[config.mk]
export PLATFORM = sky130hd
export DESIGN_NAME = fm_biphase_line_code_decoder_core
export DESIGN_NICKNAME = d
export VERILOG_FILES = /design/src/rtl/core/fmbpd_pkg.sv /design/src/rtl/core/fmbpd_front.sv /design/src/rtl/core/fmbpd_queue.sv /design/src/rtl/core/fmbpd_back.sv /design/src/rtl/core/fm_biphase_line_code_decoder_core.sv
export SDC_FILE = /design/constraint.sdc
export NUM_CORES = 1
export LEC_CHECK = 0
export BUFFER_PORTS_ARGS = -buffer_cell sky130_fd_sc_hd__buf_4
export CORE_MARGIN = 2
export CORE_UTILIZATION = 34
export CTS_CLUSTER_SIZE = 24
export DETAILED_ROUTE_END_ITERATION = 7
export PLACE_DENSITY = 0.51
export SKIP_CTS_REPAIR_TIMING = 1
export SLEW_MARGIN = 20
export SYNTH_ARGS = -nofsm -noshare
export SYNTH_HDL_FRONTEND = slang
export SYNTH_SLANG_ARGS = --single-unit
[constraint.sdc]
create_clock -name clk -period 4.51 [get_ports clk]
set_input_delay 1.1275 -clock clk [delete_from_list [all_inputs] [get_ports clk]]
set_output_delay 1.1275 -clock clk [all_outputs]
set_load 0.005 [all_outputs]
[src/rtl/core/fmbpd_pkg.sv]
package fmbpd_pkg;

	localparam int FRAME_BITS  = 40;
	localparam int QUEUE_DEPTH = 4;

	// result status codes
	localparam logic [2:0] ST_OK      = 3'd0;
	localparam logic [2:0] ST_NO_HIGH = 3'd1;
	localparam logic [2:0] ST_SHORT   = 3'd2;
	localparam logic [2:0] ST_SYNC    = 3'd3;
	localparam logic [2:0] ST_PARITY  = 3'd4;

	// configuration register indexes
	localparam logic [1:0] CFG_SLICE = 2'd0;
	localparam logic [1:0] CFG_START = 2'd1;
	localparam logic [1:0] CFG_CELL  = 2'd2;

	localparam logic [15:0] SLICE_RST = 16'd32500;
	localparam logic [11:0] START_RST = 12'd0;
	localparam logic [7:0]  CELL_RST  = 8'd30;

	// frame sync patterns
	localparam logic [3:0] SYNC_CLOCK = 4'd3;
	localparam logic [6:0] SYNC_LEAD  = 7'd114;
	localparam logic [6:0] SYNC_TRAIL = 7'd13;

	// classified sample, front to back
	typedef struct packed {
		logic level;   // sliced level
		logic decode;  // index still inside the decodable window
		logic armed;   // index at or past search_start
		logic last;    // line ends here
	} item_ctl_t;

	// line summary handed to the frame check
	typedef struct packed {
		logic                  seek;
		logic                  full;
		logic [FRAME_BITS-1:0] frame;
	} frame_snap_t;

endpackage

[src/rtl/core/fmbpd_front.sv]
module fmbpd_front #(
	parameter int MAX_LINE_SAMPLES = 4096
) (
	input  logic                                  clk,
	input  logic                                  arst_n,
	input  logic                                  take,
	input  logic [15:0]                           sample,
	input  logic                                  last_sample,
	input  logic [15:0]                           slice_level,
	input  logic [11:0]                           search_start,
	output fmbpd_pkg::item_ctl_t                  item_ctl,
	output logic [$clog2(MAX_LINE_SAMPLES+1)-1:0] item_idx
);

	localparam int IW = $clog2(MAX_LINE_SAMPLES + 1);
	localparam int CW = (IW > 12) ? IW : 12;
	localparam logic [IW-1:0] IDX_END = IW'(MAX_LINE_SAMPLES);

	logic [IW-1:0] idx_q;

	always_ff @(posedge clk or negedge arst_n) begin
		if (!arst_n) begin
			idx_q <= '0;
		end else if (take) begin
			if (last_sample) begin
				idx_q <= '0;
			end else if (idx_q < IDX_END) begin
				idx_q <= idx_q + IW'(1);
			end
		end
	end

	always_comb begin
		item_ctl.level  = sample > slice_level;
		item_ctl.decode = idx_q < IDX_END;
		item_ctl.armed  = CW'(idx_q) >= CW'(search_start);
		item_ctl.last   = last_sample;
	end

	assign item_idx = idx_q;

endmodule

[src/rtl/core/fmbpd_queue.sv]
module fmbpd_queue #(
	parameter int WIDTH = 8
) (
	input  logic             clk,
	input  logic             arst_n,
	input  logic             push,
	input  logic [WIDTH-1:0] push_data,
	output logic             full,
	input  logic             pop,
	output logic [WIDTH-1:0] pop_data,
	output logic             empty
);

	localparam int DEPTH = fmbpd_pkg::QUEUE_DEPTH;
	localparam int PW    = $clog2(DEPTH);
	localparam int NW    = $clog2(DEPTH + 1);

	logic [WIDTH-1:0] mem_q [DEPTH];
	logic [PW-1:0]    wr_ptr_q;
	logic [PW-1:0]    rd_ptr_q;
	logic [NW-1:0]    cnt_q;

	assign full     = cnt_q == NW'(DEPTH);
	assign empty    = cnt_q == '0;
	assign pop_data = mem_q[rd_ptr_q];

	always_ff @(posedge clk) begin
		if (push) begin
			mem_q[wr_ptr_q] <= push_data;
		end
	end

	always_ff @(posedge clk or negedge arst_n) begin
		if (!arst_n) begin
			wr_ptr_q <= '0;
			rd_ptr_q <= '0;
			cnt_q    <= '0;
		end else begin
			if (push) begin
				wr_ptr_q <= wr_ptr_q + PW'(1);
			end
			if (pop) begin
				rd_ptr_q <= rd_ptr_q + PW'(1);
			end
			if (push && !pop) begin
				cnt_q <= cnt_q + NW'(1);
			end else if (pop && !push) begin
				cnt_q <= cnt_q - NW'(1);
			end
		end
	end

endmodule

[src/rtl/core/fmbpd_back.sv]
module fmbpd_back #(
	parameter int MAX_LINE_SAMPLES = 4096
) (
	input  logic                                  clk,
	input  logic                                  arst_n,
	input  logic                                  q_empty,
	output logic                                  q_pop,
	input  fmbpd_pkg::item_ctl_t                  item_ctl,
	input  logic [$clog2(MAX_LINE_SAMPLES+1)-1:0] item_idx,
	input  logic [7:0]                            cell_limit,
	output logic                                  out_valid,
	input  logic                                  out_stall,
	output logic [2:0]                            status,
	output logic [19:0]                           frame_data,
	output logic                                  field_bit
);

	localparam int IW = $clog2(MAX_LINE_SAMPLES + 1);
	localparam int FB = fmbpd_pkg::FRAME_BITS;

	localparam logic [1:0] PH_SEEK  = 2'd0;
	localparam logic [1:0] PH_BIT   = 2'd1;
	localparam logic [1:0] PH_CLOSE = 2'd2;
	localparam logic [1:0] PH_DONE  = 2'd3;

	logic [1:0]    phase_q, phase_n;
	logic          held_q, held_n;
	logic [IW-1:0] chg_q, chg_n;
	logic [5:0]    cnt_q, cnt_n;
	logic [FB-1:0] shift_q, shift_n;
	logic          one_bit;

	fmbpd_pkg::frame_snap_t snap_s1;
	logic                   snap_valid_s1;
	logic                   snap_adv;
	logic                   out_valid_q;
	logic [2:0]             status_q, status_n;
	logic [19:0]            data_q, data_n;
	logic                   field_q, field_n;

	assign snap_adv = snap_valid_s1 && (!out_valid_q || !out_stall);
	assign q_pop    = !q_empty && (!snap_valid_s1 || snap_adv);

	// one per-sample step of the biphase-mark decoder
	always_comb begin
		phase_n = phase_q;
		held_n  = held_q;
		chg_n   = chg_q;
		cnt_n   = cnt_q;
		shift_n = shift_q;
		one_bit = (item_idx - chg_q) < IW'(cell_limit);
		if (item_ctl.decode) begin
			case (phase_q)
				PH_SEEK: begin
					if (item_ctl.armed && item_ctl.level) begin
						phase_n = PH_BIT;
						held_n  = 1'b1;
						chg_n   = item_idx;
					end
				end
				PH_BIT: begin
					if (item_ctl.level != held_q) begin
						held_n  = item_ctl.level;
						chg_n   = item_idx;
						shift_n = {shift_q[FB-2:0], one_bit};
						cnt_n   = cnt_q + 6'd1;
						phase_n = one_bit ? PH_CLOSE : PH_BIT;
						if (cnt_n >= 6'(FB)) begin
							phase_n = PH_DONE;
						end
					end
				end
				PH_CLOSE: begin
					if (item_ctl.level != held_q) begin
						held_n  = item_ctl.level;
						chg_n   = item_idx;
						phase_n = PH_BIT;
					end
				end
				default: begin
				end
			endcase
		end
	end

	always_ff @(posedge clk or negedge arst_n) begin
		if (!arst_n) begin
			phase_q <= PH_SEEK;
			held_q  <= 1'b0;
			chg_q   <= '0;
			cnt_q   <= '0;
			shift_q <= '0;
		end else if (q_pop) begin
			if (item_ctl.last) begin
				phase_q <= PH_SEEK;
				held_q  <= 1'b0;
				chg_q   <= '0;
				cnt_q   <= '0;
				shift_q <= '0;
			end else begin
				phase_q <= phase_n;
				held_q  <= held_n;
				chg_q   <= chg_n;
				cnt_q   <= cnt_n;
				shift_q <= shift_n;
			end
		end
	end

	always_ff @(posedge clk or negedge arst_n) begin
		if (!arst_n) begin
			snap_valid_s1 <= 1'b0;
		end else if (q_pop) begin
			snap_valid_s1 <= item_ctl.last;
		end else if (snap_adv) begin
			snap_valid_s1 <= 1'b0;
		end
	end

	always_ff @(posedge clk) begin
		if (q_pop && item_ctl.last) begin
			snap_s1.seek  <= phase_n == PH_SEEK;
			snap_s1.full  <= cnt_n >= 6'(FB);
			snap_s1.frame <= shift_n;
		end
	end

	// frame check
	always_comb begin
		data_n  = '0;
		field_n = 1'b0;
		if (snap_s1.seek) begin
			status_n = fmbpd_pkg::ST_NO_HIGH;
		end else if (!snap_s1.full) begin
			status_n = fmbpd_pkg::ST_SHORT;
		end else if (snap_s1.frame[39:36] != fmbpd_pkg::SYNC_CLOCK
				|| snap_s1.frame[34:28] != fmbpd_pkg::SYNC_LEAD
				|| snap_s1.frame[6:0] != fmbpd_pkg::SYNC_TRAIL) begin
			status_n = fmbpd_pkg::ST_SYNC;
		end else if (!(^snap_s1.frame[27:7])) begin
			status_n = fmbpd_pkg::ST_PARITY;
		end else begin
			status_n = fmbpd_pkg::ST_OK;
			data_n   = snap_s1.frame[27:8];
			field_n  = snap_s1.frame[35];
		end
	end

	always_ff @(posedge clk or negedge arst_n) begin
		if (!arst_n) begin
			out_valid_q <= 1'b0;
		end else if (snap_adv) begin
			out_valid_q <= 1'b1;
		end else if (!out_stall) begin
			out_valid_q <= 1'b0;
		end
	end

	always_ff @(posedge clk) begin
		if (snap_adv) begin
			status_q <= status_n;
			data_q   <= data_n;
			field_q  <= field_n;
		end
	end

	assign out_valid  = out_valid_q;
	assign status     = status_q;
	assign frame_data = data_q;
	assign field_bit  = field_q;

endmodule

[src/rtl/core/fm_biphase_line_code_decoder_core.sv]
// channel | direction | handshake             | payload
// in      | input     | in_valid / in_stall   | sample, last_sample
// out     | output    | out_valid / out_stall | status, frame_data, field_bit
// cfg     | input     | cfg_valid / cfg_ready | cfg_index, cfg_data
//
// One sample per cycle sustained while in_stall is low. A result is registered once the line's last
// sample passes the queue, the decode step into the snapshot register and the frame check into the output register.
// With one result stalled at the output and the next one waiting, the decoder holds
// and the 4-entry queue absorbs up to four samples before in_stall rises.
// Reset clears the line state and loads the register defaults; no clearing pass.
module fm_biphase_line_code_decoder_core #(
	parameter int MAX_LINE_SAMPLES = 4096
) (
	input  logic        clk,
	input  logic        arst_n,
	input  logic        in_valid,
	output logic        in_stall,
	input  logic [15:0] sample,
	input  logic        last_sample,
	output logic        out_valid,
	input  logic        out_stall,
	output logic [2:0]  status,
	output logic [19:0] frame_data,
	output logic        field_bit,
	input  logic        cfg_valid,
	output logic        cfg_ready,
	input  logic [1:0]  cfg_index,
	input  logic [15:0] cfg_data
);

	localparam int IW = $clog2(MAX_LINE_SAMPLES + 1);
	localparam int QW = $bits(fmbpd_pkg::item_ctl_t) + IW;

	logic [15:0] slice_q;
	logic [11:0] start_q;
	logic [7:0]  cell_q;

	fmbpd_pkg::item_ctl_t front_ctl, back_ctl;
	logic [IW-1:0]        front_idx, back_idx;
	logic                 in_take;
	logic                 q_full, q_empty, q_pop;

	assign cfg_ready = 1'b1;
	assign in_stall  = q_full;
	assign in_take   = in_valid && !q_full;

	always_ff @(posedge clk or negedge arst_n) begin
		if (!arst_n) begin
			slice_q <= fmbpd_pkg::SLICE_RST;
			start_q <= fmbpd_pkg::START_RST;
			cell_q  <= fmbpd_pkg::CELL_RST;
		end else if (cfg_valid && cfg_ready) begin
			case (cfg_index)
				fmbpd_pkg::CFG_SLICE: slice_q <= cfg_data;
				fmbpd_pkg::CFG_START: start_q <= cfg_data[11:0];
				fmbpd_pkg::CFG_CELL:  cell_q  <= cfg_data[7:0];
				default: begin
				end
			endcase
		end
	end

	fmbpd_front #(
		.MAX_LINE_SAMPLES(MAX_LINE_SAMPLES)
	) u_front (
		.clk         (clk),
		.arst_n      (arst_n),
		.take        (in_take),
		.sample      (sample),
		.last_sample (last_sample),
		.slice_level (slice_q),
		.search_start(start_q),
		.item_ctl    (front_ctl),
		.item_idx    (front_idx)
	);

	fmbpd_queue #(
		.WIDTH(QW)
	) u_queue (
		.clk      (clk),
		.arst_n   (arst_n),
		.push     (in_take),
		.push_data({front_ctl, front_idx}),
		.full     (q_full),
		.pop      (q_pop),
		.pop_data ({back_ctl, back_idx}),
		.empty    (q_empty)
	);

	fmbpd_back #(
		.MAX_LINE_SAMPLES(MAX_LINE_SAMPLES)
	) u_back (
		.clk       (clk),
		.arst_n    (arst_n),
		.q_empty   (q_empty),
		.q_pop     (q_pop),
		.item_ctl  (back_ctl),
		.item_idx  (back_idx),
		.cell_limit(cell_q),
		.out_valid (out_valid),
		.out_stall (out_stall),
		.status    (status),
		.frame_data(frame_data),
		.field_bit (field_bit)
	);

endmodule

After elaboration in Yosys (flattened, before gate mapping)
Memory sizes are Yosys's and may differ from the RTL's.
Index checks and enable logic that the tools add are counted.

cells by class
  order comparisons = 6
  equality and inequality tests = 12
  reductions and logical operators = 36
  bitwise logic cells = 2
  multiplexer cells = 39
  add/sub/neg operators = 7

operators with widths
  kind                                                                     number
  40-bit two-way mux                                                       4
  13-bit two-way mux                                                       6
  13-bit case mux with 2 select lines                                      1
  6-bit two-way mux                                                        4
  21-bit XOR reduction                                                     1
  2-bit two-way mux                                                        9
  16-bit > comparator                                                      1
  13-bit by 1-bit adder with 13-bit output, second input constant          1
  13-bit by 12-bit greater-or-equal comparator with 1-bit output           1
  13-bit < comparator, second input constant                               1
  13-bit by 8-bit < comparator with 1-bit output                           1
  13-bit subtractor                                                        1
  6-bit greater-or-equal comparator, second input constant                 2
  1-bit two-way mux                                                        10
  3-bit two-way mux                                                        3
  2-bit AND reduction                                                      4
  2-bit nonzero test                                                       4
  1-bit logical AND                                                        7
  1-bit zero test                                                          7
  7-bit by 4-bit inequality test with 1-bit output, second input constant  1
  7-bit inequality test, second input constant                             1
  6-bit by 1-bit adder with 6-bit output, second input constant            1
  2-bit zero test                                                          3
  2-bit case mux with 3 select lines                                       1
  20 further kinds                                                         27

word-level totals
  output and inout bits = 27
  logic and storage cells = 124
  input bits = 40
  bits in registers = 186
  memories = 1
  RAM bits = 68

memories
  name           depth  bits a word  rd ports  clocked after Yosys merged registers in  wr ports  line               source
  u_queue.mem_q  4      17           1         0                                        1         fmbpd_queue.sv:18  logic [WIDTH-1:0] mem_q [DEPTH];

Depth between registers and ports, before layout
An unclocked memory read counts as a cell.

  depth in word-level cells = 9
  mapped depth = 16
  gate-level depth less buffers = 14

Modules after synthesis
Synthesis repeated with hierarchy kept, for this count alone.

second synthesis, totals
  cell total of the unflattened synthesis = 963
  area, all modules = 12069.1 um^2

by module, submodules not included
  module                             cells each  area each (um^2)  seq. area each (um^2)  instances
  fmbpd_back                         589         6394.9            3583.4                 1
  fmbpd_queue                        123         2890.3            2217.1                 1
  fm_biphase_line_code_decoder_core  80          1392.6            919.6                  1
  fmbpd_front                        171         1391.3            325.3                  1

Least setup slack after synthesis
No wires, ideal clock.

  kind = input-to-reg
  start = input out_stall
  end = register u_back.chg_q[5]
  setup slack = 240 ps
  required time = 4389 ps
  stages = 7
  path buffers = 1
  setup time = 121 ps
  arrival = 4149 ps
  path through = nand3_1 -> o31a_1 -> inv_1 -> nor2_1 -> nor2_1 -> buf_2 -> a22o_1

between the ends
  longest elaborated chain between the ends = 6

RTL lines
  item                           line                                     source
  from (decl)                    fm_biphase_line_code_decoder_core.sv:21  input logic out_stall,
  1-bit zero test                fmbpd_back.sv:41                         assign snap_adv = snap_valid_s1 && (!out_valid_q || !out_stall);
  1-bit logical OR               fmbpd_back.sv:41
  1-bit logical AND              fmbpd_back.sv:41
  1-bit logical OR               fmbpd_back.sv:42                         assign q_pop = !q_empty && (!snap_valid_s1 || snap_adv);
  1-bit logical AND              fmbpd_back.sv:42
  5-bit AND reduction (no line)  n/a
  to (signal assigned)           fmbpd_back.sv:103                        chg_q <= chg_n;
  to (decl)                      fmbpd_back.sv:28                         logic [IW-1:0] chg_q, chg_n;

No other way between the ends.
A chain may end at the register's enable or synchronous reset.

Worst setup path in the final report
  start = register u_queue.rd_ptr_q[0]
  end = register u_back.snap_s1[0] (netlist bit), data pin

between the ends
  longest elaborated chain between the ends = 6
  elaborated cells between the ends (all ways) = 7
  classes of those cells = 1 x add/sub; 1 x order compare; 1 x eq/ne; 3 x mux; 1 x memory

RTL lines
  item                                            line               source
  from (decl)                                     fmbpd_queue.sv:20  logic [PW-1:0] rd_ptr_q;
  from (signal assigned)                          fmbpd_queue.sv:43  rd_ptr_q <= rd_ptr_q + PW'(1);
  memory read 4 x 17 bit *                        n/a
  13-bit subtractor                               fmbpd_back.sv:51   one_bit = (item_idx - chg_q) < IW'(cell_limit);
  13-bit by 8-bit < comparator with 1-bit output  fmbpd_back.sv:51
  40-bit two-way mux                              fmbpd_back.sv:62   if (item_ctl.level != held_q) begin
  40-bit two-way mux                              fmbpd_back.sv:53   case (phase_q)
  40-bit two-way mux *                            fmbpd_back.sv:52   if (item_ctl.decode) begin
  via u_back.shift_n[0]                           fmbpd_back.sv:30   logic [FB-1:0] shift_q, shift_n;
  to (decl)                                       fmbpd_back.sv:33   fmbpd_pkg::frame_snap_t snap_s1;

The timed path passes the listed nets; every way through them passes the cells marked *.

==> results <==
- The compound-gate portion of the synthesized area is between 10% and 20%.
- The worst path in the final design needs a cycle of 3.641 ns, including I/O delays and setup.
- In the global route stage, met3 resource usage came out at 2.010%.
- 0 antenna diodes ended up in the layout.
- The count of cell types in the netlist is 62.
- The number of endpoints with negative hold slack in the final report is 0.
- Summing the areas of all fa, ha and maj instances in the mapped netlist gives 6.682% of the synthesized area.
- The end of the worst register-to-register path is u_back.snap_s1[0].
- The total leakage power is 0.005776 uW.
- The final route contains 7083 vias.
- The synthesized-area fraction occupied by and/or/nand/nor cells is 6.828%.
- Using the TritonRoute via totals, the vias-per-cell ratio works out to 4.912.
- The number of max-slew violations in the final report was 0.
- The met1 global-route usage is between 10% and 20%.
- The worst hold path belongs to the class register to register.
- The die span in y is 192.0 um.
- In the layout the commonest cells are sky130_fd_sc_hd__edfxtp_1, sky130_fd_sc_hd__dfrtp_1, sky130_fd_sc_hd__buf_4, sky130_fd_sc_hd__inv_1, sky130_fd_sc_hd__ha_1.
- The startpoint of the tightest hold check path is u_back.snap_valid_s1.
- The total area inside the core boundary comes to 34710 um^2.
- Dividing the detail-routed wire length by the instance count gives ~17 um.
- The area growth from synthesis to layout is 16.39%.
- The number of global-route vias before repair is 7185.
- The half-perimeter wire length after detailed placement is ~17000 um.
- In this run the most used layer during global routing was met2.
- A synthesized cell averages about 14 um^2.
- The leading cell type in the layout, fill and taps excluded is sky130_fd_sc_hd__edfxtp_1.
- The final-stage net count is between 1000 and 1500.
- The worst clock skew on the final layout is 0.01012 ns.
- The headroom to the max-slew limit is about 30%.
- The initial antenna violation count is 0.
- For this design the ratio of total power to cell area is 662.6 nW/um^2.
- The critical path in this run is classified as register to register.
- In this run, placement finished with an instance count of 1386.
- The first global-routing pass estimated 39410 um of wire.
- The clock sink total is 254.
- The die is 192.0 um wide.
- The placer congestion estimate is 0.8035.
- The count of cells along the worst hold path is 1.
- The total standard cell area after synthesis is ~12000 um^2.
- In this run the number of H-tree levels came out at 1.
- The CTS clock-pin slew for the worst setup and hold paths is about 0.060 ns.
- The remaining global-route overflow is 0.
- The worst-case IR drop observed on VDD is 349.1 uV.
- For this run, the number of Yosys warnings is 0.
- The category of the worst setup path launch point is a register.
- Global routing consumed, over all layers together, 13.43% of the routing resources.
- Of all nets on the critical path, the largest fanout is 5.
- Clock tree synthesis selected as its root buffer the cell sky130_fd_sc_hd__clkbuf_16.
- Counting cells, the worst reg-to-reg path comes to 14.
- The worst setup path is captured at a register.
- The number of nets in the synthesized netlist is 989.
- The final layout contains routed wiring with a total length of 23950 um.
- In the routed design, unresolved DRC markers number 0.
- The critical path required time is 4.87 ns.
- The die area is 36880 um^2.
- The transition at the pin with the smallest max-transition slack is 1.048 ns.
- The maximum clock insertion buffer count is 3.
- For flop-to-flop paths, the worst setup slack is roughly 0.87 ns.
- The finished layout holds between 1000 and 1500 standard cells, fillers aside.
- Setup repair after global routing left no endpoint under its margin.
- Cells fill 40.31% of the core in the end.
- Across the run, the number of max-cap violations was 0.
- The run finished with clean final reports.
- After routing, the total negative slack on setup checks comes to 0 ns.
- After synthesis, the share of cell area in mux cells is approximately a tenth.
- The primary flip-flop cell chosen by synthesis mapping is sky130_fd_sc_hd__edfxtp_1.
- After floorplanning, the core was divided into 68 placement rows.
- The highest clock frequency the design can meet is between 200 and 300 MHz.
- The clock buffer count from CTS is 30.
- The number of buffers added on ports is 65.
- Once the floorplan was initialized, standard cells occupied 34.63% of the core.
- The largest family of logic cells by synthesized area is compound AO/OA/AOI/OAI gates.
- Counting flops with a built-in enable in the synthesized netlist gives 134.
- The synthesized instance count is just under 900.
- The data arrival time of the critical path is about 4 ns.
- The startpoint identified for the worst register-to-register timing path is u_queue.rd_ptr_q[0].
- Summing the sequential cell areas from Yosys gives 58.61% of the chip area.
- The fill cell total of the finished layout is 3254.
- The tightest hold path in the finished design has a slack of approximately 0.48 ns.
- The TritonCTS clock tree is built.
- The count of nets left with antenna violations after detail routing is 0.
- Counting flops and latches in the post-synthesis netlist gives 254.
- The xor and xnor fraction of the mapped netlist area is 3.216%.
- The share of the clock period used by the worst path after layout is 80.73%.
- The worst-case hold path end point is u_back.out_valid.
- The met2 usage is 21.02%.
- The largest net degree at the start of global routing is 54.
- Of all flip-flops after synthesis, the portion carrying an async set or reset was 47.24%.
- The boundary pin count is between 60 and 70.
- The number of DRC violations after detailed-routing iteration 0 is 427.
- The fraction of layout cells with a size suffix above 1 is 22.59%.
- Setup violations remaining at the end of the flow were counted as 0.
- The clock latency reported for the late side of the worst-skew pair is between 0.5 and 0.6 ns.
- The total iterations of the first detailed-routing run is 6.
[per-layer routing]
layer | vias up | part of all wire [%]
li1 | 3437 | -
met4 | 0 | 1.5
met2 | 101 | 45
met1 | 3518 | 50
met5 | - | 0
met3 | 27 | 3.3
[area by class of cell]
type	count	area [um^2]	area share [%]
clock buffers	40	809.5	5.786
clock inverters	16	130.1	0.9300
inverters	62	232.7	1.663
multi-input cells	536	4587	32.78
flip-flops and latches	254	7046	50.35
well taps	455	569.3	4.069
repair buffers	79	618.1	4.417
[flip-flops by register name, summed over array words and instances (netlist names)]
register and count:
cell_q 8, slice_q 16, start_q 12, u_back.chg_q 13, u_back.cnt_q 6, u_back.field_bit 1
u_back.frame_data 20, u_back.held_q 1, u_back.out_valid 1, u_back.phase_q 2, u_back.shift_q 40, u_back.snap_s1 42
u_back.snap_valid_s1 1, u_back.status 3, u_front.item_idx 13, u_queue.cnt_q 3, u_queue.mem_q 68, u_queue.rd_ptr_q 2
u_queue.wr_ptr_q 2
[worst max path at each step]
stage                              from                 end  slack (ns)
global route        u_queue.rd_ptr_q[0]   u_back.snap_s1[0]        0.52
finish              u_queue.rd_ptr_q[0]   u_back.snap_s1[0]        0.87
floorplan                     out_stall     u_back.chg_q[5]        0.24
CTS                 u_queue.rd_ptr_q[0]  u_back.snap_s1[41]        0.84
detailed placement  u_queue.rd_ptr_q[0]  u_back.snap_s1[41]        0.87
global placement    u_queue.rd_ptr_q[0]  u_back.snap_s1[41]        0.91
[where the power goes]
part | switching (uW) | internal (uW)
Sequential | 309 | 3140
Combinational | 2010 | 1530
Clock | 920 | 1370
[metrics by stage]
step / setup WS (ns) / total power, uW / area [um^2]
after detailed placement: 0.8719 / 7083 / 13050
after CTS: 0.8410 / 9421 / 13990
after global routing: 0.5207 / 9955 / 13990
after global placement: 0.9104 / 7076 / 13050
final: 0.8692 / 9271 / 13990
after floorplan: 0.2405 / 6041 / 12020
[cell usage after synthesis, drive strengths merged, types with 2 or more instances]
| cell | count | area share (%) |
|---|---|---|
| or3 | 3 | 0.16 |
| mux4 | 17 | 3.2 |
| a22oi | 2 | 0.12 |
| a211oi | 4 | 0.25 |
| o2111ai | 4 | 0.29 |
| o21a | 5 | 0.31 |
| nor4b | 2 | 0.15 |
| nor2b | 3 | 0.16 |
| nand4 | 7 | 0.36 |
| and3 | 5 | 0.26 |
| clkbuf | 20 | 0.62 |
| inv | 61 | 1.9 |
| o31a | 2 | 0.15 |
| buf | 14 | 0.85 |
| or4 | 2 | 0.12 |
| fa | 2 | 0.33 |
| nor2 | 24 | 0.81 |
| xor2 | 11 | 0.80 |
| nand3 | 12 | 0.50 |
| a21o | 16 | 1.0 |
| nand2b | 7 | 0.36 |
| a21oi | 31 | 1.3 |
| nand2 | 46 | 1.4 |
| dfstp | 15 | 3.3 |
| o32a | 2 | 0.17 |
| xnor2 | 31 | 2.4 |
| mux2 | 62 | 6.8 |
| nand3b | 4 | 0.25 |
| a31oi | 5 | 0.26 |
| edfxtp | 134 | 33 |
| and2 | 29 | 1.5 |
| o21ai | 45 | 1.9 |
| nor3b | 4 | 0.25 |
| ha | 61 | 6.3 |
| nor3 | 9 | 0.37 |
| o22ai | 3 | 0.16 |
| o31ai | 7 | 0.44 |
| a2111oi | 2 | 0.20 |
| dfrtp | 105 | 22 |
| a22o | 54 | 3.9 |
[cell families (layout without fill, tap and decap cells)]
| logic type | after synthesis | count (layout) |
|---|---|---|
| flops | 254 | 254 |
| compound gates | 191 | 191 |
| simple gates | 159 | 159 |
| buf+inv | 96 | 197 |
| mux | 80 | 80 |
| fa+ha+maj | 63 | 63 |
| xor+xnor | 42 | 42 |
| other cells | 1 | 1 |
[critical path, stage by stage (launching register included)]
cell	delay [ns]
sky130_fd_sc_hd__dfrtp_1	0.45
sky130_fd_sc_hd__buf_4	0.20
sky130_fd_sc_hd__mux4_2	0.35
sky130_fd_sc_hd__inv_1	0.05
sky130_fd_sc_hd__ha_1	0.19
sky130_fd_sc_hd__fa_1	0.41
sky130_fd_sc_hd__nand3b_1	0.19
sky130_fd_sc_hd__nand2_1	0.10
sky130_fd_sc_hd__xor2_1	0.19
sky130_fd_sc_hd__ha_1	0.28
sky130_fd_sc_hd__a21oi_1	0.22
sky130_fd_sc_hd__a21oi_1	0.09
sky130_fd_sc_hd__o21ai_0	0.28
sky130_fd_sc_hd__nand4_1	0.20
sky130_fd_sc_hd__o31ai_1	0.25
No activity file was read; power rests on OpenSTA's default activity.
